**config.mk**
```make
export PLATFORM = sky130hd
export DESIGN_NAME = smse_queue
export DESIGN_NICKNAME = d
export VERILOG_FILES = /design/src/rtl/core/smse_pkg.sv /design/src/rtl/core/smse_queue.sv
export SDC_FILE = /design/constraint.sdc
export NUM_CORES = 1
export LEC_CHECK = 0
export ABC_CLOCK_PERIOD_IN_PS = 12150
export BUFFER_PORTS_ARGS = -buffer_cell sky130_fd_sc_hd__buf_2
export CAP_MARGIN = 20
export CORE_MARGIN = 3
export CORE_UTILIZATION = 50
export CTS_CLUSTER_DIAMETER = 60
export CTS_CLUSTER_SIZE = 16
export DETAILED_ROUTE_END_ITERATION = 8
export HOLD_SLACK_MARGIN = 0.06
export PLACE_DENSITY_LB_ADDON = 0.25
export SYNTH_ARGS = -nofsm -noshare
export SYNTH_HDL_FRONTEND = slang
export SYNTH_SLANG_ARGS = --single-unit
```
**constraint.sdc**
```tcl
create_clock -name clk -period 12.15 [get_ports clk]
set_input_delay 0.6075 -clock clk [delete_from_list [all_inputs] [get_ports clk]]
set_output_delay 0.6075 -clock clk [all_outputs]
set_load 0.005 [all_outputs]
```
**src/rtl/core/smse_pkg.sv**
```systemverilog
// Shared types and codes for the sorted multi-set engine.
package smse_pkg;

  localparam int CNT_W = 7;
  localparam int ID_W  = 16;
  localparam int VAL_W = 32;

  localparam logic [3:0] MODE_INSERT = 4'd0;
  localparam logic [3:0] MODE_DELETE = 4'd1;
  localparam logic [3:0] MODE_MEMBER = 4'd2;
  localparam logic [3:0] MODE_UNION  = 4'd3;
  localparam logic [3:0] MODE_INTER  = 4'd4;
  localparam logic [3:0] MODE_SIZE   = 4'd5;
  localparam logic [3:0] MODE_DIFF   = 4'd6;
  localparam logic [3:0] MODE_SYMD   = 4'd7;
  localparam logic [3:0] MODE_LIST   = 4'd8;

  localparam logic [2:0] ST_SIZE    = 3'd0;
  localparam logic [2:0] ST_MEMBER  = 3'd1;
  localparam logic [2:0] ST_MISSING = 3'd2;
  localparam logic [2:0] ST_LISTED  = 3'd3;
  localparam logic [2:0] ST_EMPTY   = 3'd4;
  localparam logic [2:0] ST_OVF     = 3'd5;

  typedef struct packed {
    logic [3:0]              mode;
    logic [ID_W-1:0]         set_a;
    logic [ID_W-1:0]         set_b;
    logic signed [VAL_W-1:0] item_value;
  } req_t;

  typedef struct packed {
    logic [2:0]              status;
    logic [CNT_W-1:0]        count;
    logic                    is_member;
    logic signed [VAL_W-1:0] element;
    logic                    last_of_run;
  } rsp_t;

  typedef enum logic [2:0] {
    K_INS  = 3'd0,
    K_DEL  = 3'd1,
    K_MEM  = 3'd2,
    K_SIZE = 3'd3,
    K_TWO  = 3'd4,
    K_LIST = 3'd5
  } kind_t;

  typedef struct packed {
    kind_t                   kind;
    logic                    keep_a;
    logic                    keep_b;
    logic                    keep_both;
    logic [ID_W-1:0]         id_a;
    logic [ID_W-1:0]         id_b;
    logic signed [VAL_W-1:0] value;
  } op_t;

  typedef struct packed {
    logic [ID_W-1:0]  id;
    logic [CNT_W-1:0] size;
  } dir_ent_t;

endpackage

```
**src/rtl/core/smse_queue.sv**
```systemverilog
// Two-entry queue of classified operations between front and back end.
module smse_queue (
  input  logic          clk,
  input  logic          rst,
  input  logic          push,
  input  smse_pkg::op_t push_op,
  output logic          full,
  input  logic          pop,
  output logic          q_valid,
  output smse_pkg::op_t q_op
);
  import smse_pkg::*;

  op_t        slots [2];
  logic       wptr;
  logic       rptr;
  logic [1:0] cnt;

  assign full    = (cnt == 2'd2);
  assign q_valid = (cnt != 2'd0);
  assign q_op    = slots[rptr];

  always_ff @(posedge clk) begin
    if (rst) begin
      wptr <= 1'b0;
      rptr <= 1'b0;
      cnt  <= 2'd0;
    end else begin
      if (push) begin
        wptr <= ~wptr;
      end
      if (pop) begin
        rptr <= ~rptr;
      end
      if (push && !pop) begin
        cnt <= cnt + 2'd1;
      end else if (pop && !push) begin
        cnt <= cnt - 2'd1;
      end
    end
  end

  always_ff @(posedge clk) begin
    if (push) begin
      slots[wptr] <= push_op;
    end
  end

endmodule

```
==> results of run 1 <==
==> registers in the layout, indices dropped and copies added, names as in the netlist, named ones only <==
register	flops
cnt	2
rptr	1
slots	140
wptr	1
==> synth_stat cells, drive strengths merged <==
cell / n
edfxtp: 140
mux2: 70
buf: 8
dfxtp: 5
nor2: 4
xnor2: 2
xor2: 2
a21oi: 1
and2: 1
and2b: 1
ha: 1
inv: 1
nor2b: 1
o21ai: 1
or2: 1
or3: 1
==> stage by stage <==
step,instances,setup WS [ps]
2_1_floorplan,240,7960
3_3_place_gp,511,9580
3_5_place_dp,511,9550
4_1_cts,543,9410
5_1_grt,543,9350
6_report,543,9450
==> worst min-delay path by stage <==
| stage | to | slack [ps] | cells past startpoint |
|---|---|---|---|
| finish | slots[0][0]$_DFFE_PP_ | 280 | 1 |
| global route | slots[1][1]$_DFFE_PP_ | 250 | 1 |
| CTS | slots[0][0]$_DFFE_PP_ | 250 | 1 |
| detailed placement | cnt[1]$_SDFFE_PP0P_ | 520 | 2 |
| global placement | cnt[1]$_SDFFE_PP0P_ | 480 | 2 |
| floorplan | cnt[1]$_SDFFE_PP0P_ | 460 | 2 |
==> power by group through the flow <==
stage | Combinational, mW | Sequential, mW | Clock, mW
4_1_cts | 0.0990 | 0.601 | 0.525
6_report | 0.0967 | 0.600 | 0.513
2_1_floorplan | 0.0613 | 0.601 | 0
5_1_grt | 0.107 | 0.603 | 0.551
3_5_place_dp | 0.0982 | 0.611 | 0
3_3_place_gp | 0.0970 | 0.609 | 0
==> kinds of logic (layout without fill, tap and decap cells) <==
| kind of cell | after synthesis | after routing | synth area share, % |
|---|---|---|---|
| compound gates | 2 | 2 | 0.189 |
| xor+xnor | 4 | 4 | 0.663 |
| fa+ha+maj | 1 | 1 | 0.237 |
| buf+inv | 9 | 179 | 1.66 |
| flops | 145 | 145 | 81.4 |
| mux | 70 | 70 | 14.9 |
| simple gates | 9 | 9 | 0.923 |
==> layer usage <==
metal  up-vias  share of wire [%]  global-route usage, %
met5         -                  0                      0
met4         0                1.7                   8.12
met3        13                6.6                   4.68
met2       101                 50                   24.7
met1      1310                 41                   18.0
li1       1269                  -                      -
==> worst max-delay path, stage by stage, from the launching register on <==
cell,delay (ps)
dfxtp_4,940
mux2_2,420
buf_2,140
==> cell type report <==
| class | instances | area, um2 |
|---|---|---|
| sequential | 145 | 4310 |
| fill | 710 | 3320 |
| multi-input combinational | 86 | 905 |
| timing repair buffer | 146 | 733 |
| clock buffer | 23 | 477 |
| tap | 133 | 166 |
| clock inverter | 9 | 130 |
| inverter | 1 | 3.75 |
==> placed cells by master (no fill, tap or decap) <==
cell type / count
buf_2: 145
ha_1: 1
xor2_1: 2
or3_1: 1
o21ai_0: 1
xnor2_1: 2
clkinv_2: 2
nor2_1: 4
clkbuf_8: 5
dfxtp_1: 4
clkbuf_16: 16
buf_4: 1
or2_2: 1
and2b_2: 1
a21oi_1: 1
and2_4: 1
mux2_2: 70
bufinv_16: 3
clkinvlp_4: 4
clkbuf_1: 2
dfxtp_4: 1
nor2b_4: 1
edfxtp_1: 140
inv_1: 1
==> results.toml, run 1 <==
[setup_path]
reg2reg_to = "slots[0][17]$_DFFE_PP_"
reg2reg_depth = 2
cp-start-kind = "flip-flop"
worst_setup_path_end_kind = "primary output"
crit_path_end = "q_op[33]"
r2r_start = "wptr$_SDFFE_PP0P_"
cp.arrival_ps = 2090
cp.required_ps = 11540
critPathMaxFanout = 70
worstSetupPathType = "reg2out"
r2r_slack_ps = 10030

[sta]
setup_tns_ps = 0
slew_headroom_pct = 32.7
finClkSkew_ps = 6.57
tightest_slew_ps = 1010
hold_violations = 0
rsz0062_at_grt = "no"
fin_crit_sh_pct = 22.2
hold_slack_ps = 284
maxSlewViolCount = 0
period_needed_ps = 2700
max_freq_mhz = 371
finalSetupViolations = 0

[logic_synthesis]
synthesis.nets = 315
synth_cells = 240
yosysTopAreaCell = "edfxtp_1"
syn-cell-area_mm2 = 0.00529
ys_seq_area_share_pct = 81.4
synth_area_leaders = "edfxtp_1 80%, mux2_2 15%, dfxtp_1 1.9%, buf_6 1.5%, xnor2_1 0.33%"
synth_cell_type_count = 17
synth_seq_cells = 145
yosysTopAreaCellShare_pct = 79.5
synth_warnings = 0
syn_avg_cell_area_um2 = 22.0

[clock_tree]
clk_pin_slew_ps = 60
cts_buffers = 17
cts_root_buf = "clkbuf_8"
clock-sinks = 145
ctsHoldBuffers = 0
cts_setup_buffers = 0
postCtsResizedCells = 0
clkLatencyLatePin_ps = 510
h-tree-depth = 4
clock_path_buffers = 2
cts_tree = "yes"

[floorplanning]
start_util_pct = 52.6
die_w_um = 109
die_h_um = 109
ios = 146
coreArea_mm2 = 0.0100
fp.dieArea_mm2 = 0.0118
num_rows = 36

[power]
switching_power_uw = 238
vdd_drop_max_mv = 0.0998
power_density_mw_per_mm2 = 180
clock_power_share_pct = 42.4
swShare_pct = 19.7
internal_power_uw = 972
p_comb_share_pct = 8.0
p_leak_nw = 2.54
power_mw = 1.21
p_seq_share_pct = 49.6

[final_layout]
drive_gt1_share_pct = 61.2
antenna_cells = 0
final_util_pct = 66.9
syn_to_final_growth_pct = 27.2
fin_area_mm2 = 0.00672
final_net_count = 472

[worst_hold_path]
holdCritStartpoint = "push_op[0]"
hold_path.class = "in2reg"

[placement]
routabilityCongestion = 0.682
hpwl_mm = 5.41
placed_cell_area_mm2 = 0.00612
io_buffers = 145

[global_route]
grt_pass1_wl_mm = 13.1
track_usage_pct = 15.1
grt_max_degree = 71
grt_pass1_vias = 2740
grt_overflow = 0
antenna_found_initial = 0

[routing]
first_iter_violations = 108
vias = 2693
avgViaCountPerCell = 4.96
routedWlPerCell_um = 15.9
drc_errors = 0
dr.pass1.iters = 4
ant_nets = 0
drt_wl_total_mm = 8.63

[run]
maxCapViolations = 0

[outcome]
status = "finished clean"
Power figures use the tool's default switching activity.
==> run 2: changes to the inputs <==
--- a/config.mk
+++ b/config.mk
@@ -5,7 +5,8 @@
 export SDC_FILE = /design/constraint.sdc
 export NUM_CORES = 1
 export LEC_CHECK = 0
-export ABC_CLOCK_PERIOD_IN_PS = 12150
+export ABC_AREA = 1
+export ABC_CLOCK_PERIOD_IN_PS = 2650
 export BUFFER_PORTS_ARGS = -buffer_cell sky130_fd_sc_hd__buf_2
 export CAP_MARGIN = 20
 export CORE_MARGIN = 3
==> constraint.sdc (replaced) <==
create_clock -name clk -period 2.65 [get_ports clk]
set_input_delay 0.1325 -clock clk [delete_from_list [all_inputs] [get_ports clk]]
set_output_delay 0.1325 -clock clk [all_outputs]
set_load 0.005 [all_outputs]
==> run 2 against run 1 <==
Net effect: sequential share of layout area down 9.0 points; final cell count up 18%; combinational power rose to 6.7 times the previous value; count of clock-buffer cells in the layout down 5; final area up 16%; critical path depth up 1; area after synthesis up 6.6%; critical path type unchanged; critical endpoint is now q_op[37].
==> results.toml, run 2 <==
[power]
vdd_drop_max_mv = 0.478
power_density_mw_per_mm2 = 743
p_leak_nw = 3.19

[routing]
dr.pass1.iters = 4
avgViaCountPerCell = 4.81
first_iter_violations = 168
drc_errors = 0
routedWlPerCell_um = 16.2
drt_wl_total_mm = 10.4
ant_nets = 0
vias = 3076

[logic_synthesis]
syn-cell-area_mm2 = 0.00563
synthTopCellsByCount = "140 x edfxtp_1, 70 x mux2_4, 9 x inv_1"
synth_fa_ha_area_share_pct = 0.222
yosysMostFrequentCell = "edfxtp_1"
synth_xor_area_share_pct = 0.155
synth_seq_cells = 145
synth_top_family_by_area = "multiplexers"
synthesis.nets = 326
async_reset_ff_share_pct = 0
yosysTopAreaCellShare_pct = 74.6
syn_avg_cell_area_um2 = 22.4
ys_seq_area_share_pct = 76.4
synth_cells = 251
synth_edf_count = 140
synthMuxAreaShare_pct = 18.7
synth_area_leaders = "edfxtp_1 75%, mux2_4 19%, buf_12 2.5%, dfxtp_1 1.8%, inv_1 0.60%"
yosysTopAreaCell = "edfxtp_1"
synth_warnings = 0
yosys_most_used_dff = "edfxtp_1"
synth_simple_gate_area_share_pct = 1.09
synth_compound_area_share_pct = 0.178
synth_cell_type_count = 15

[outcome]
status = "finished clean"

[global_route]
grt_pass1_wl_mm = 15.9
track_usage_pct = 16.9
globalRouteMet1Util_pct = 18.9
globalRouteMet2Util_pct = 29.4
antenna_found_initial = 0
grt_overflow = 0
grt_pass1_vias = 3274
grt_max_degree = 48
busiest_layer = "met2"
use_met3_pct = 5.82

[final_layout]
mostFrequentLayoutCell = "buf_2"
reg_top3 = "slots: 140 flops, cnt: 2 flops"
final_net_count = 562
syn_to_final_growth_pct = 39.0
drive_gt1_share_pct = 50.3
mostFrequentLayoutCells = "145 x buf_2, 140 x edfxtp_1, 74 x dlygate4sd3_1"
largest_reg_flops = 140
largest-register = "slots"
antenna_cells = 0

[clock_tree]
clock_path_buffers = 2
clk_pin_slew_ps = 60
cts_setup_buffers = 0
postCtsResizedCells = 0
clkLatencyLatePin_ps = 410
cts_buffers = 17
cts_tree = "yes"
clock-sinks = 145
ctsHoldBuffers = 74
cts_root_buf = "clkbuf_16"
h-tree-depth = 4

[setup_path]
worstSetupPathType = "reg2out"
cp.required_ps = 2520
crit_family = "buffers and inverters"
path_cells = "buf_4 > mux2_4 > buf_2"
critPathMaxStageDelay_ps = 460
cp.arrival_ps = 1710
worst_setup_path_end_kind = "primary output"
path_buf_inv = 2
slowest_stage = "buf_4"
critPathMaxFanout = 29
cp-start-kind = "flip-flop"

[placement]
hpwl_mm = 6.13
io_buffers = 145
routabilityCongestion = 0.713

[run]
maxCapViolations = 0

[sta]
max_freq_mhz = 542
maxSlewViolCount = 0
tightest_slew_ps = 647
fin_crit_sh_pct = 69.7
finalSetupViolations = 0
rsz0062_at_grt = "no"
setup_tns_ps = 0
finClkSkew_ps = 8.95
hold_violations = 0
slew_headroom_pct = 56.9
period_needed_ps = 1850
hold_slack_ps = 446

[floorplanning]
num_rows = 38
coreArea_mm2 = 0.0109
die_h_um = 112
ios = 146
die_w_um = 112
start_util_pct = 51.5
fp.dieArea_mm2 = 0.0126

[worst_hold_path]
hold_path.class = "in2reg"
## run 2: cell count changes after synthesis, sizes merged, moves of 2 or more
cell,delta
inv,+8
nand2,+6
nor2,+2
xor2,-2
## run 2: logic make-up after synthesis
family / Yosys count
AO/OA/AOI/OAI: 2
AND/OR/NAND/NOR: 15
flip-flops: 145
multiplexers: 70
adder cells (fa/ha/maj): 1
buffers and inverters: 17
XOR/XNOR: 1
## run 2: metal layers
| layer | routed length, um | part of all wire, % |
|---|---|---|
| met2 | 5420 | 52 |
| met5 | 0 | 0 |
| met1 | 4100 | 40 |
| met3 | 679 | 6.5 |
| met4 | 167 | 1.6 |
## run 2: path summary, 6_finish.rpt
path / startpoint / to / slack [ps] / cells after the start
min reg2reg: rptr$_SDFFE_PP0P_ / rptr$_SDFFE_PP0P_ / 520 / 2
min: push_op[39] / slots[1][39]$_DFFE_PP_ / 450 / 2
max reg2reg: wptr$_SDFFE_PP0P_ / slots[0][7]$_DFFE_PP_ / 1250 / 2
max: flip-flop / q_op[37] / 800 / 3
## run 2: cell type report
cell class                      instances  area [um2]
Clock buffer                           18         429
Clock inverter                         13         193
Fill cell                             705        3110
Inverter                                9        35.0
Multi-Input combinational cell         89        1150
Sequential cell                       145        4310
Tap cell                              140         175
Timing Repair Buffer                  225        1540
## run 2: worst register-to-register path: stages (launching register included)
cell     delay [ps]
dfxtp_1         350
nor2_4          120
buf_4           520
## run 2: through the flow
stage          power [mW]  cell area, um2  util [%]  instances  worst slack, ps
3_3_place_gp         3.29            6460      59.1        534             1220
4_1_cts              5.89            7830      71.6        639              772
6_report             5.82            7830      71.6        639              804
5_1_grt              6.05            7830      71.6        639              723
2_1_floorplan        3.10            5640         -        251             68.5
3_5_place_dp         3.30            6460      59.1        534             1220
## run 2: power by group
group	internal [mW]	switching, mW	leakage [nW]
registers	2.65	0.0336	1.36
logic	0.384	0.268	1.53
clock network	1.65	0.828	0.302
total	4.69	1.13	3.19
==> run 3: changes to the inputs <==
--- a/config.mk
+++ b/config.mk
@@ -6,7 +6,7 @@
 export NUM_CORES = 1
 export LEC_CHECK = 0
 export ABC_AREA = 1
-export ABC_CLOCK_PERIOD_IN_PS = 2650
+export ABC_CLOCK_PERIOD_IN_PS = 1750
 export BUFFER_PORTS_ARGS = -buffer_cell sky130_fd_sc_hd__buf_2
 export CAP_MARGIN = 20
 export CORE_MARGIN = 3
==> constraint.sdc (replaced) <==
create_clock -name clk -period 1.75 [get_ports clk]
set_input_delay 0.0875 -clock clk [delete_from_list [all_inputs] [get_ports clk]]
set_output_delay 0.0875 -clock clk [all_outputs]
set_load 0.005 [all_outputs]
==> run 3 against run 2 <==
Net effect: critical path depth unchanged; total power increased by 49%; final cell count increased by 1.3%; count of clock-buffer cells in the layout unchanged; setup slack got worse by 680 ps; register-to-register slack got worse by 780 ps; critical path type unchanged; wire length increased by 1.2%; largest cell class unchanged.
==> results.toml, run 3 (synthesis gave the netlist of run 2 again) <==
[outcome]
status = "finished clean"

[global_route]
antenna_found_initial = 0
grt_overflow = 0
grt_max_degree = 31
grt_pass1_vias = 3209
track_usage_pct = 17.2
grt_pass1_wl_mm = 16.3

[final_layout]
syn_to_final_growth_pct = 40.5
reg_top3 = "slots: 140 flops, cnt: 2 flops"
nFillCells = 669
drive_gt1_share_pct = 52.0
final_util_pct = 72.4
largest_reg_flops = 140
mostFrequentLayoutCells = "145 x buf_2, 140 x edfxtp_1, 74 x dlygate4sd3_1"
mostFrequentLayoutCell = "buf_2"
final_net_count = 568
largest-register = "slots"

[placement]
hpwl_mm = 6.46
routabilityCongestion = 0.726
io_buffers = 145

[power]
p_leak_nw = 3.22
power_density_mw_per_mm2 = 1090
vdd_drop_max_mv = 0.703

[floorplanning]
coreArea_mm2 = 0.0109
fp.dieArea_mm2 = 0.0126
start_util_pct = 51.5
die_w_um = 112
num_rows = 38
ios = 146
die_h_um = 112

[setup_path]
crit_family = "flip-flops"
critPathMaxStageDelay_ps = 410
critPathMaxFanout = 11
path_buf_inv = 2
path_cells = "buf_4 > mux2_4 > buf_2"
cp.required_ps = 1660
worstSetupPathType = "reg2out"
worst_setup_path_end_kind = "primary output"
cp-start-kind = "flip-flop"
slowest_stage = "dfxtp_4"
cp.arrival_ps = 1540

[clock_tree]
h-tree-depth = 4
clock_path_buffers = 2
clkLatencyLatePin_ps = 400
cts_root_buf = "clkbuf_16"
cts_buffers = 17
cts_tree = "yes"
clk_pin_slew_ps = 60
clock-sinks = 145

[sta]
fin_crit_sh_pct = 92.9
hold_violations = 0
rsz0062_at_grt = "no"
hold_slack_ps = 401
maxSlewViolCount = 0
slew_headroom_pct = 72.4
finalSetupViolations = 0
period_needed_ps = 1630
max_freq_mhz = 615
finClkSkew_ps = 3.36
tightest_slew_ps = 412

[routing]
routedWlPerCell_um = 16.2
drc_errors = 0
vias = 3093
drt_wl_total_mm = 10.5
dr.pass1.iters = 6
first_iter_violations = 123
ant_nets = 0
avgViaCountPerCell = 4.78

[run]
maxCapViolations = 0

[worst_hold_path]
hold_path.class = "in2reg"
run 3: area by class of cell:
type / instances / area (um2) / share of cell area (%)
Antenna cell: 1 / 2.50 / 0.0316
Clock buffer: 18 / 429 / 5.42
Clock inverter: 14 / 165 / 2.09
Inverter: 9 / 37.5 / 0.474
Multi-Input combinational cell: 89 / 1150 / 14.6
Sequential cell: 145 / 4310 / 54.4
Tap cell: 140 / 175 / 2.21
Timing Repair Buffer: 231 / 1640 / 20.8
run 3: per-stage QoR:
step	setup TNS, ps	std cells	total power [mW]	cell area, um2	setup WS [ps]
floorplan	-5230	251	4.70	5650	-56.7
global placement	0	537	5.01	6560	404
detailed placement	0	537	5.04	6560	392
CTS	0	646	8.75	7910	102
global route	0	646	9.02	7910	60.4
finish	0	647	8.66	7920	125
run 3: where the power goes:
part           total (mW)  switching, mW  internal (mW)
sequential           4.08         0.0579           4.02
combinational        1.03          0.408          0.618
clock                3.56           1.33           2.24
run 3: path summary, 6_finish.rpt:
kind / from / endpoint / slack [ps] / depth (start not counted)
worst max-delay path: flip-flop / q_op[51] / 120 / 3
worst max register to register: wptr$_SDFFE_PP0P_ / slots[1][28]$_DFFE_PP_ / 470 / 3
worst min-delay path: push_op[24] / slots[1][24]$_DFFE_PP_ / 400 / 2
worst min register to register: wptr$_SDFFE_PP0P_ / wptr$_SDFFE_PP0P_ / 520 / 2
run 3: repair_timing:
item,in CTS,in global routing
endpoints found under the setup margin,56,0
hold buffers,74,0
gates resized for setup,0,0
hold endpoints to repair,145,0
buffers inserted,3,0
run 3: layer usage:
metal | GRT usage [%] | part of all wire [%] | vias up
met4 | 7.29 | 2.4 | 0
met2 | 29.6 | 52 | 115
li1 | - | - | 1468
met1 | 19.5 | 39 | 1488
met3 | 6.20 | 6.2 | 22
met5 | 0 | 0 | -
