$ cat src/rtl/core/smse_pkg.sv
// Shared types and codes for the sorted multi-set engine.
package smse_pkg;

  localparam int CNT_W = 7;
  localparam int ID_W  = 16;
  localparam int VAL_W = 32;

  localparam logic [3:0] MODE_INSERT = 4'd0;
  localparam logic [3:0] MODE_DELETE = 4'd1;
  localparam logic [3:0] MODE_MEMBER = 4'd2;
  localparam logic [3:0] MODE_UNION  = 4'd3;
  localparam logic [3:0] MODE_INTER  = 4'd4;
  localparam logic [3:0] MODE_SIZE   = 4'd5;
  localparam logic [3:0] MODE_DIFF   = 4'd6;
  localparam logic [3:0] MODE_SYMD   = 4'd7;
  localparam logic [3:0] MODE_LIST   = 4'd8;

  localparam logic [2:0] ST_SIZE    = 3'd0;
  localparam logic [2:0] ST_MEMBER  = 3'd1;
  localparam logic [2:0] ST_MISSING = 3'd2;
  localparam logic [2:0] ST_LISTED  = 3'd3;
  localparam logic [2:0] ST_EMPTY   = 3'd4;
  localparam logic [2:0] ST_OVF     = 3'd5;

  typedef struct packed {
    logic [3:0]              mode;
    logic [ID_W-1:0]         set_a;
    logic [ID_W-1:0]         set_b;
    logic signed [VAL_W-1:0] item_value;
  } req_t;

  typedef struct packed {
    logic [2:0]              status;
    logic [CNT_W-1:0]        count;
    logic                    is_member;
    logic signed [VAL_W-1:0] element;
    logic                    last_of_run;
  } rsp_t;

  typedef enum logic [2:0] {
    K_INS  = 3'd0,
    K_DEL  = 3'd1,
    K_MEM  = 3'd2,
    K_SIZE = 3'd3,
    K_TWO  = 3'd4,
    K_LIST = 3'd5
  } kind_t;

  typedef struct packed {
    kind_t                   kind;
    logic                    keep_a;
    logic                    keep_b;
    logic                    keep_both;
    logic [ID_W-1:0]         id_a;
    logic [ID_W-1:0]         id_b;
    logic signed [VAL_W-1:0] value;
  } op_t;

  typedef struct packed {
    logic [ID_W-1:0]  id;
    logic [CNT_W-1:0] size;
  } dir_ent_t;

endpackage

$ cat src/rtl/core/smse_front.sv
// Front end: accepts requests, classifies the mode and hands operations to the queue.
module smse_front (
  input  logic          clk,
  input  logic          rst,
  input  logic          in_valid,
  output logic          in_stall,
  input  smse_pkg::req_t in_req,
  output logic          push,
  output smse_pkg::op_t push_op,
  input  logic          q_full
);
  import smse_pkg::*;

  logic f_valid;
  op_t  f_op;
  op_t  cls;
  logic known;
  logic accept;

  always_comb begin
    cls       = '0;
    cls.id_a  = in_req.set_a;
    cls.id_b  = in_req.set_b;
    cls.value = in_req.item_value;
    known     = 1'b1;
    case (in_req.mode)
      MODE_INSERT: begin
        cls.kind = K_INS; cls.keep_a = 1'b1; cls.keep_b = 1'b1; cls.keep_both = 1'b1;
      end
      MODE_DELETE: begin
        cls.kind = K_DEL; cls.keep_a = 1'b1;
      end
      MODE_MEMBER: begin
        cls.kind = K_MEM; cls.keep_both = 1'b1;
      end
      MODE_SIZE: cls.kind = K_SIZE;
      MODE_UNION: begin
        cls.kind = K_TWO; cls.keep_a = 1'b1; cls.keep_b = 1'b1; cls.keep_both = 1'b1;
      end
      MODE_INTER: begin
        cls.kind = K_TWO; cls.keep_both = 1'b1;
      end
      MODE_DIFF: begin
        cls.kind = K_TWO; cls.keep_a = 1'b1;
      end
      MODE_SYMD: begin
        cls.kind = K_TWO; cls.keep_a = 1'b1; cls.keep_b = 1'b1;
      end
      MODE_LIST: cls.kind = K_LIST;
      default: known = 1'b0;
    endcase
  end

  assign in_stall = f_valid && q_full;
  assign accept   = in_valid && !in_stall;
  assign push     = f_valid && !q_full;
  assign push_op  = f_op;

  always_ff @(posedge clk) begin
    if (rst) begin
      f_valid <= 1'b0;
    end else if (accept) begin
      f_valid <= known;
    end else if (push) begin
      f_valid <= 1'b0;
    end
  end

  always_ff @(posedge clk) begin
    if (accept) begin
      f_op <= cls;
    end
  end

endmodule

$ cat config.mk
export PLATFORM = sky130hd
export DESIGN_NAME = smse_front
export DESIGN_NICKNAME = d
export VERILOG_FILES = /design/src/rtl/core/smse_pkg.sv /design/src/rtl/core/smse_front.sv
export SDC_FILE = /design/constraint.sdc
export NUM_CORES = 1
export LEC_CHECK = 0
export ABC_CLOCK_PERIOD_IN_PS = 3400
export BUFFER_PORTS_ARGS = -buffer_cell sky130_fd_sc_hd__buf_2
export CAP_MARGIN = 20
export CORE_MARGIN = 2
export CORE_UTILIZATION = 42
export DETAILED_ROUTE_END_ITERATION = 6
export PLACE_DENSITY = 0.79
export RECOVER_POWER = 50
export SETUP_SLACK_MARGIN = 0.2
export SLEW_MARGIN = 10
export SYNTH_ARGS = -nofsm -noshare
export SYNTH_HDL_FRONTEND = slang
export SYNTH_SLANG_ARGS = --single-unit
$ cat constraint.sdc
create_clock -name clk -period 3.4 [get_ports clk]
set_clock_uncertainty 0.15 [all_clocks]
set_input_delay 0.68 -clock clk [delete_from_list [all_inputs] [get_ports clk]]
set_output_delay 0.68 -clock clk [all_outputs]
set_load 0.02 [all_outputs]
==> results of run 1 <==
power groups by stage:
stage | Combinational (mW) | Sequential, mW | Clock [mW]
6_report | 0.187 | 1.04 | 0.722
5_1_grt | 0.201 | 1.04 | 0.769
3_5_place_dp | 0.195 | 1.05 | 0
3_3_place_gp | 0.192 | 1.05 | 0
4_1_cts | 0.195 | 1.04 | 0.738
2_1_floorplan | 0.0289 | 1.13 | 0
worst max path at each step:
stage / from / to / slack (ns) / cells after the start
after floorplan: q_full / push_op[0] / 0.40 / 2
after global placement: q_full / push_op[41] / 1.25 / 4
after detailed placement: q_full / push_op[45] / 1.22 / 4
after CTS: q_full / push / 1.51 / 3
after global routing: q_full / push_op[27] / 1.03 / 4
final: q_full / push_op[26] / 1.17 / 4
cells by family after synthesis:
logic type,count (synthesis),share of synthesized area [%]
AO/OA/AOI/OAI,8,1.87
buffers and inverters,4,1.04
flip-flops,71,93.2
AND/OR/NAND/NOR,14,3.85
registers in the layout, indices dropped and copies added, names as in the netlist:
name     cells
f_valid      1
push_op     70
metrics by stage:
stage / instance area [um^2] / utilization, %
final: 3260 / 62.9
after global routing: 3260 / 62.9
after CTS: 3300 / 63.8
after detailed placement: 3080 / 59.5
after global placement: 3080 / 59.5
after floorplan: 2280 / -
layer usage:
layer,vias to the layer above,global-route usage [%],part of all wire (%)
li1,690,-,-
met1,660,18.0,38
met2,81,27.2,51
met3,9,5.35,9.0
met4,0,9.64,2.0
met5,-,0,0
area by class of cell:
class	count	area, um^2	area share [%]
clock buffers	9	124	3.80
clock inverters	7	95.1	2.92
repair buffers	145	699	21.5
flip-flops and latches	71	2120	65.2
inverters	2	7.51	0.231
well taps	70	87.6	2.69
multi-input cells	22	120	3.69
cell usage in the layout (no fill, tap or decap):
master,n
nor2b_1,3
o21ai_0,1
inv_6,2
a211oi_1,1
o21ai_1,1
buf_4,2
clkinv_2,2
nand2_1,1
nor3b_1,3
clkinvlp_4,1
dfxtp_1,1
buf_2,118
edfxtp_1,70
inv_1,2
a21oi_1,5
bufinv_16,2
clkbuf_8,9
and2_0,1
nor2_1,3
nand3_1,1
clkbuf_1,25
nor3_1,2
==> metrics.md, run 1 <==
| Metric | Value |
|---|---|
| Synthesized area per cell | roughly 23 um^2 |
| Antenna violations before repair | 0 |
| Filler Cells Inserted | 390 |
| Core area | 0.00517 mm^2 |
| Tot Pwr | roughly 1.9 mW |
| Area leader, netlist | edfxtp_1 |
| Sequential power share | approximately 53% |
| Drt first pass iters | 4 |
| PortBufs | between 100 and 150 |
| Final GP Congestion | ~0.7 |
| Root Buffer | clkbuf_8 |
| Final Hold Fails | 0 |
| Main flop type after synthesis | edfxtp_1 |
| Post-Syn Instances | 97 |
| Crit path time final | approximately 2.2 ns |
| Sink Count | 71 |
| CP top delay family | simple AND/OR/NAND/NOR gates |
| Worst Hold Path Cells | 2 |
| CTS buffer count | 9 |
| Routed vias/inst | about 4.4 |
| Final period util | between 60% and 70% |
| Comb pwr share | 9.6% |
| WS Path Type | in -> reg |
| Synth Net Count | ~170 |
| Crit-path max FO | 33 |
| Worst slew margin | ~44% |
| Main area contributors after synthesis | edfxtp_1 92%, a21oi_1 1.1%, dfxtp_1 0.88% |
| Post-synth top cells | 70 x edfxtp_1, 5 x a21oi_1, 3 x nor2_1, 3 x nor2b_1 |
| CP max stage cell | and2_0 |
| Bufs on Longest Clock Path | 2 |
| DP Worst Slack | ~1.2 ns |
| Sw power | ~0.44 mW |
| Peak per-stage delay on the critical path | between 0.6 and 0.7 ns |
| Crit end category | flip-flop |
| Async SR Flop Fraction | 0% |
| MaxCap Viol Count | 0 |
| Die Wd | 77.6 um |
| Initial core utilization | 44.0% |
| Routed via count | around 1400 |
| Run status | finished clean |
| Final non-filler cell total | around 330 |
| Row count | 26 |
| Sw Share | a little under a quarter |
| Synthesized area | around 0.0023 mm^2 |
| Cell Count Post-Placement | 310 |
| Hold buffers post-CTS | 0 |
| CP bufs+invs | 2 |
| Worst hold start | rst |
| Achievable Freq | 449 MHz |
| Sequential share of the synthesized area | approximately 93% |
| #FFs+latches synth | between 70 and 80 |
| Worst EP required | approximately 3.2 ns |
| DP Wirelength | between 3000 and 4000 um |
| Layout Area Growth over Synthesis | 43.0% |
| Top-area cell type share of the netlist area | between 90% and 100% |
| Setup TNS | 0 ns |
| H-tree depth | 3 |
| Worst reg2reg path depth | 3 |
| Actual slew at the worst max-slew pin | around 0.84 ns |
| Remaining Overflow, GRT | 0 |
| Final setup margin | 1.17 ns |
| Count of pins over their slew limit | 0 |
| Wire per inst | about 15 um |
| Die H | 77.6 um |
| RSZ-0062 raised after global routing | false |
| Reg2Reg Setup Slack | roughly 1.3 ns |
| Die area | 0.00602 mm^2 |
| First-pass GRT wire length | 7020 um |
| VDD IR-drop max | between 0.0002 and 0.0003 V |
| NumNets Final | ~320 |
| Total GRT Usage | approximately 16% |
| Hold_ws | 0.351 ns |
| Clock Power Share | 37.1% |
| Pint | roughly 1.5 mW |
| Reg-to-Reg Start | f_valid |
| Largest net degree at the start of global routing | 34 |
| EDFF count, synth | 70 |
| Synth warn | 0 |
| Routed Wire Length | around 4900 um |
| Vias in the first global route | 1368 |
| Setup violators final | 0 |
| Clock latency on the worst-skew pair | roughly 0.32 ns |
| ANT nets after route | 0 |
| PD cells | approximately 600 mW/mm^2 |
| Layout cells sized above 1 | between 50 and 60% |
| Worst R2R End | push_op[26] |
| Post-CTS sizing | 0 |
| CTS tree | built |
| Antenna diodes | 0 |
| P_leak | approximately 1.4 nW |
| Ports | about 140 |
| Hold/Removal Path Class | in -> reg |
| Post-route DRC violation count | 0 |
| Post-CTS setup buffer count | 0 |
| Most common cell in the synthesized netlist | edfxtp_1 |
| Crit path launch type | input pin |
| Arrival @ worst endpoint | around 2.1 ns |
| Critical path, cell by cell | buf_2 -> nand2_1 -> and2_0 -> buf_4 |
| Initial DRC Count | 94 |
| Min-Delay Endpoint | f_valid |
| Clock Pin Slew Worst Setup and Hold Paths | ~0.07 ns |
| Netlist cell types | 17 |
(Power assumes the default switching activity.)
==> run 2, diff against run 1 <==
--- a/config.mk
+++ b/config.mk
@@ -5,13 +5,13 @@
 export SDC_FILE = /design/constraint.sdc
 export NUM_CORES = 1
 export LEC_CHECK = 0
-export ABC_CLOCK_PERIOD_IN_PS = 3400
+export ABC_CLOCK_PERIOD_IN_PS = 1900
 export BUFFER_PORTS_ARGS = -buffer_cell sky130_fd_sc_hd__buf_2
 export CAP_MARGIN = 20
 export CORE_MARGIN = 2
-export CORE_UTILIZATION = 42
+export CORE_UTILIZATION = 38
 export DETAILED_ROUTE_END_ITERATION = 6
-export PLACE_DENSITY = 0.79
+export PLACE_DENSITY = 0.76
 export RECOVER_POWER = 50
 export SETUP_SLACK_MARGIN = 0.2
 export SLEW_MARGIN = 10
==> constraint.sdc (replaced) <==
create_clock -name clk -period 1.9 [get_ports clk]
set_clock_uncertainty 0.15 [all_clocks]
set_input_delay 0.38 -clock clk [delete_from_list [all_inputs] [get_ports clk]]
set_output_delay 0.38 -clock clk [all_outputs]
set_load 0.02 [all_outputs]
==> run 2 against run 1 <==
Cell count rose by 1.8%; routed wire length rose by 4.7%; setup slack got worse by 0.79 ns; via count rose by 1.5%; largest power group unchanged; final area fell by 0.54%; first-iteration DRC count fell by 3.2%; sequential power rose by 79%; sequential share of layout area rose by 0.35 points; largest cell class unchanged; die area rose by 10%; register-to-register slack got worse by 0.93 ns; hold slack got worse by 0.29 ns.
==> metrics.md, run 2 (same netlist as run 1, synthesis figures left out) <==
| Metric | Value |
|---|---|
| Tot Pwr | 3.16 mW (was 1.95 mW) |
| Worst EP required | 1.71 ns (was 3.23 ns) |
| PD cells | 976 mW/mm^2 (was 597 mW/mm^2) |
| Total GRT Usage | 14.0% (was 16.2%) |
| Number of flip-flops in the largest register | 70 (unchanged) |
| Min-Delay Endpoint | f_valid (unchanged) |
| Run status | finished clean (unchanged) |
| Clock Pin Slew Worst Setup and Hold Paths | 0.07 ns (about the same) |
| Post-route DRC violation count | 0 (unchanged) |
| Worst R2R End | push_op[22] (was push_op[26]) |
| Remaining Overflow, GRT | 0 (unchanged) |
| Worst hold start | rst (unchanged) |
| Routed vias/inst | 4.40 (was 4.42) |
| Setup violators final | 0 (unchanged) |
| Layout cells sized above 1 | 60.5% (was 53.1%) |
| CTS tree | built (unchanged) |
| Most common cell after layout, fill and taps aside | buf_2 (unchanged) |
| Post-CTS setup buffer count | 0 (unchanged) |
| ANT nets after route | 0 (unchanged) |
| Crit path launch type | flip-flop (was input pin) |
| Root Buffer | clkbuf_8 (unchanged) |
| First-pass GRT wire length | 6490 um (was 7020 um) |
| PortBufs | 143 (unchanged) |
| Reg2Reg Setup Slack | 0.38 ns (was 1.31 ns) |
| Vias in the first global route | 1250 (was 1368) |
| CTS buffer count | 9 (unchanged) |
| Ports | 144 (unchanged) |
| Routed Wire Length | 5080 um (was 4860 um) |
| Clock latency on the worst-skew pair | 0.31 ns (was 0.32 ns) |
| Worst slew margin | 66.9% (was 44.1%) |
| Crit-path max FO | 37 (was 33) |
| Reg-to-Reg Start | f_valid (unchanged) |
| Core area | 0.00585 mm^2 (was 0.00517 mm^2) |
| Die Wd | 81.4 um (was 77.6 um) |
| Final GP Congestion | 0.695 (was 0.712) |
| Crit end category | flip-flop (unchanged) |
| Final non-filler cell total | 332 (was 326) |
| Worst reg2reg path depth | 3 (unchanged) |
| Largest net degree at the start of global routing | 38 (was 34) |
| Achievable Freq | roughly 660 MHz |
| Row count | 28 (was 26) |
| Initial core utilization | 38.9% (was 44.0%) |
| Actual slew at the worst max-slew pin | 0.496 ns (was 0.838 ns) |
| Post-CTS sizing | 0 (unchanged) |
| Final period util | approximately 80% |
| Cell Count Post-Placement | 315 (was 310) |
| Final Hold Fails | 0 (unchanged) |
| NumNets Final | 323 (unchanged) |
| Hold/Removal Path Class | in -> reg (unchanged) |
| Bufs on Longest Clock Path | 2 (unchanged) |
| Setup TNS | 0 ns (unchanged) |
| Wire per inst | 15.3 um (was 14.9 um) |
| Die H | 81.4 um (was 77.6 um) |
| MaxCap Viol Count | 0 (unchanged) |
| Drt first pass iters | 4 (unchanged) |
| DP Wirelength | 3900 um (was 3600 um) |
| H-tree depth | 3 (unchanged) |
| Count of pins over their slew limit | 0 (unchanged) |
| Sink Count | 71 (unchanged) |
| Routed via count | 1461 (was 1440) |
| Most frequent cells in the layout | 139 x buf_2, 70 x edfxtp_1, 9 x clkbuf_8, 5 x a21oi_1, 4 x clkbuf_1 (was 118 x buf_2, 70 x edfxtp_1, 25 x clkbuf_1, 9 x clkbuf_8, 5 x a21oi_1) |
| Die area | 0.00662 mm^2 (was 0.00602 mm^2) |
| Antenna violations before repair | 1 (was 0) |
| VDD IR-drop max | 0.000465 V (was 0.000289 V) |
| WS Path Type | reg -> reg (was in -> reg) |
| Arrival @ worst endpoint | 1.33 ns (was 2.06 ns) |
| RSZ-0062 raised after global routing | false (unchanged) |
| Crit path time final | approximately 1.5 ns |
| P_leak | 1.38 nW (was 1.36 nW) |
| Initial DRC Count | 91 (was 94) |
| Worst Hold Path Cells | 2 (unchanged) |
| CP startpoint | f_valid (was q_full) |
| Layout Area Growth over Synthesis | 42.3% (was 43.0%) |
| Hold buffers post-CTS | 0 (unchanged) |
## run 2: cell type report
cell class / instances / area [um^2]
diodes: 1 / 2.50
clock buffers: 9 / 124
clock inverters: 7 / 40.0
fillers: 473 / 2610
inverters: 2 / 7.51
multi-input cells: 22 / 123
flip-flops and latches: 71 / 2120
well taps: 75 / 93.8
repair buffers: 145 / 726
## run 2: how the worst max path moves through the flow
stage	slack (ns)	cells past startpoint	to
after floorplan	0.32	2	push_op[0]
after global placement	0.46	4	push_op[12]
after detailed placement	0.43	4	push_op[31]
after CTS	0.41	3	in_stall
after global routing	0.30	3	push_op[36]
final	0.38	3	push_op[22]
## run 2: power breakdown
group	internal, mW	total [mW]	switching [mW]
clock network	0.459	0.957	0.498
logic	0.122	0.345	0.224
registers	1.83	1.86	0.0233
## run 2: worst max-delay path: stages (launching register included)
cell	delay, ns
dfxtp_1	0.31
nand2_1	0.09
and2_4	0.15
clkbuf_4	0.44
## run 2: through the flow
stage                     utilization (%)  area [um^2]  hold slack [ns]  setup WS, ns
final                                55.3         3240           0.0601         0.378
after global routing                 55.3         3240           0.0503         0.300
after CTS                            56.0         3280           0.0372         0.407
after detailed placement             53.2         3110            0.356         0.433
after global placement               53.2         3110            0.338         0.456
after floorplan                         -         2280            0.299         0.317
## run 2: per-layer routing
layer | global-route usage, % | routed length, um
met3 | 4.44 | 495
met1 | 16.1 | 1940
met2 | 23.6 | 2640
met4 | 7.12 | 12
met5 | 0 | 0
==> run 3, diff against run 2 <==
--- a/config.mk
+++ b/config.mk
@@ -5,13 +5,13 @@
 export SDC_FILE = /design/constraint.sdc
 export NUM_CORES = 1
 export LEC_CHECK = 0
-export ABC_CLOCK_PERIOD_IN_PS = 1900
+export ABC_CLOCK_PERIOD_IN_PS = 1520
 export BUFFER_PORTS_ARGS = -buffer_cell sky130_fd_sc_hd__buf_2
 export CAP_MARGIN = 20
 export CORE_MARGIN = 2
-export CORE_UTILIZATION = 38
+export CORE_UTILIZATION = 42
 export DETAILED_ROUTE_END_ITERATION = 6
-export PLACE_DENSITY = 0.76
+export PLACE_DENSITY = 0.79
 export RECOVER_POWER = 50
 export SETUP_SLACK_MARGIN = 0.2
 export SLEW_MARGIN = 10
==> constraint.sdc (replaced) <==
create_clock -name clk -period 1.52 [get_ports clk]
set_clock_uncertainty 0.15 [all_clocks]
set_input_delay 0.304 -clock clk [delete_from_list [all_inputs] [get_ports clk]]
set_output_delay 0.304 -clock clk [all_outputs]
set_load 0.02 [all_outputs]
==> run 3 against run 2 <==
Count of clock-buffer cells in the layout unchanged; final area increased by 31%; sequential power grew 27%; sequential cell count did not move; combinational power up 100%; cell count increased by 16%; setup slack worse by 0.29 ns; largest cell class unchanged; highest routed layer unchanged.
==> metrics.md, run 3 (same netlist as run 1, synthesis figures left out) <==
| Metric | Value |
|---|---|
| Remaining Overflow, GRT | 0 (unchanged) |
| Peak per-stage delay on the critical path | 0.46 ns (was 0.44 ns) |
| ANT nets after route | 0 (unchanged) |
| Drt first pass iters | 4 (unchanged) |
| Ports | 144 (unchanged) |
| Antenna diodes | 0 (was 1) |
| Critical path, cell by cell | buf_6 (was nand2_1 -> and2_4 -> clkbuf_4) |
| CP max stage cell | edfxtp_1 (was clkbuf_4) |
| Routed Wire Length | 8490 um (was 5080 um) |
| Crit end category | primary output (was flip-flop) |
| PortBufs | 143 (unchanged) |
| CTS buffer count | 9 (unchanged) |
| Bufs on Longest Clock Path | 2 (unchanged) |
| Crit path time final | 1.43 ns |
| Hold/Removal Path Class | in -> reg (unchanged) |
| Total GRT Usage | 23.5% (was 14.0%) |
| PD cells | 1060 mW/mm^2 (was 976 mW/mm^2) |
| Clock latency on the worst-skew pair | 0.33 ns (was 0.31 ns) |
| Worst slew margin | 78.4% (was 66.9%) |
| Initial DRC Count | 222 (was 91) |
| Reg area | 0.00212 mm^2 (about the same) |
| Most frequent cells in the layout | 77 x buf_2, 70 x edfxtp_1, 58 x dlygate4sd3_1, 56 x buf_6 (was 139 x buf_2, 70 x edfxtp_1, 9 x clkbuf_8, 5 x a21oi_1, 4 x clkbuf_1) |
| Die Wd | 77.6 um (was 81.4 um) |
| Routed vias/inst | 4.80 (was 4.40) |
| Number of flip-flops in the largest register | 70 (unchanged) |
| Sw Share | 24.6% (was 23.6%) |
| Post-route DRC violation count | 0 (unchanged) |
| Final non-filler cell total | 385 (was 332) |
| Clock Power Share | 31.8% (was 30.3%) |
| Wire per inst | 22.0 um (was 15.3 um) |
| Cell Count Post-Placement | 312 (was 315) |
| Filler Cells Inserted | 248 (was 473) |
| NumNets Final | 384 (was 323) |
| First-pass GRT wire length | 10100 um (was 6490 um) |
| Crit path launch type | flip-flop (unchanged) |
| Arrival @ worst endpoint | 0.97 ns (was 1.33 ns) |
| Setup violators final | 0 (unchanged) |
| WS Path Type | reg -> out (was reg -> reg) |
| Achievable Freq | approximately 700 MHz |
| CP top delay family | flip-flops (was buffers and inverters) |
| Layout Area Growth over Synthesis | 85.9% (was 42.3%) |
| Run status | finished clean (unchanged) |
| H-tree depth | 3 (unchanged) |
| Final GP Congestion | 0.700 (was 0.695) |
| VDD IR-drop max | 0.000653 V (was 0.000465 V) |
| Clock Pin Slew Worst Setup and Hold Paths | 0.09 ns (was 0.07 ns) |
| MaxCap Viol Count | 0 (unchanged) |
| Most common cell after layout, fill and taps aside | buf_2 (unchanged) |
| Sw power | 1.11 mW (was 0.745 mW) |
| Row count | 26 (was 28) |
| CTS tree | built (unchanged) |
| RSZ-0062 raised after global routing | true (was false) |
| Core area | 0.00517 mm^2 (was 0.00585 mm^2) |
| CP bufs+invs | 1 (unchanged) |
| Sink Count | 71 (unchanged) |
| Die H | 77.6 um (was 81.4 um) |
| Comb pwr share | 15.7% (was 10.9%) |
| Layout cells sized above 1 | 49.8% (was 60.5%) |
| Setup TNS | 0 ns (unchanged) |
| Largest net degree at the start of global routing | 23 (was 38) |
| P_leak | 1.77 nW (was 1.38 nW) |
| Root Buffer | clkbuf_8 (unchanged) |
| Final period util | around 94% |
| Sequential power share | 52.4% (was 58.8%) |
| Final Hold Fails | 0 (unchanged) |
| Initial core utilization | 44.0% (was 38.9%) |
| Die area | 0.00602 mm^2 (was 0.00662 mm^2) |
| DP Wirelength | 3970 um (was 3900 um) |
| Antenna violations before repair | 0 (was 1) |
| Routed via count | 1849 (was 1461) |
| Count of pins over their slew limit | 0 (unchanged) |
| Pint | 3.39 mW (was 2.41 mW) |
| Crit-path max FO | 1 (was 37) |
| Worst EP required | 1.07 ns (was 1.71 ns) |
| Multi-input combinational cell area | 138 um^2 (was 123 um^2) |
| Vias in the first global route | 1777 (was 1250) |
| Actual slew at the worst max-slew pin | 0.324 ns (was 0.496 ns) |
## run 3: power groups by stage
| stage | sequential (mW) | combinational [mW] | clock [mW] |
|---|---|---|---|
| final | 2.36 | 0.707 | 1.43 |
| after global routing | 2.36 | 0.736 | 1.55 |
| after CTS | 2.33 | 0.606 | 1.38 |
| after detailed placement | 2.36 | 0.462 | 0 |
| after global placement | 2.36 | 0.452 | 0 |
| after floorplan | 2.51 | 0.0670 | 0 |
## run 3: metal layers
metal / track usage (%) / vias up / wire length, um
met3: 6.74 / 12 / 554
met1: 26.1 / 917 / 3200
met5: 0 / - / 0
met4: 9.64 / 0 / 148
met2: 42.0 / 113 / 4580
li1: - / 807 / -
## run 3: repair_timing
item	in CTS	in global routing
setup buffers	0	1
hold buffers	53	5
gates resized for setup	40	78
endpoints found under the hold margin	53	5
endpoints found under the setup margin	38	72
## run 3: final timing paths
kind	start	cells past startpoint	end	slack [ns]
max	push_op[43]	1	push_op[43]	0.09
min	in_req[44]	1	push_op[44]	0.01
max reg2reg	f_valid	3	push_op[63]	0.11
min reg2reg	f_valid	3	f_valid	0.44
## run 3: per-stage QoR
| step | power, mW | cell area [um^2] | hold slack, ns | utilization (%) | setup slack [ns] |
|---|---|---|---|---|---|
| 2_1_floorplan | 2.58 | 2290 | 0.216 | - | 0.0492 |
| 3_3_place_gp | 2.81 | 3140 | 0.306 | 60.7 | 0.175 |
| 3_5_place_dp | 2.82 | 3140 | 0.309 | 60.7 | 0.164 |
| 4_1_cts | 4.31 | 3970 | 0.000138 | 76.7 | 0.0907 |
| 5_1_grt | 4.65 | 4230 | -0.000207 | 81.8 | 0.0702 |
| 6_report | 4.49 | 4230 | 0.0113 | 81.8 | 0.0920 |
## run 3: layout make-up
| cell class | count | area share, % |
|---|---|---|
| clock buffers | 9 | 2.93 |
| clock inverters | 5 | 1.21 |
| inverters | 2 | 0.177 |
| multi-input cells | 22 | 3.25 |
| flip-flops and latches | 71 | 50.2 |
| well taps | 70 | 2.07 |
| repair buffers | 206 | 40.2 |
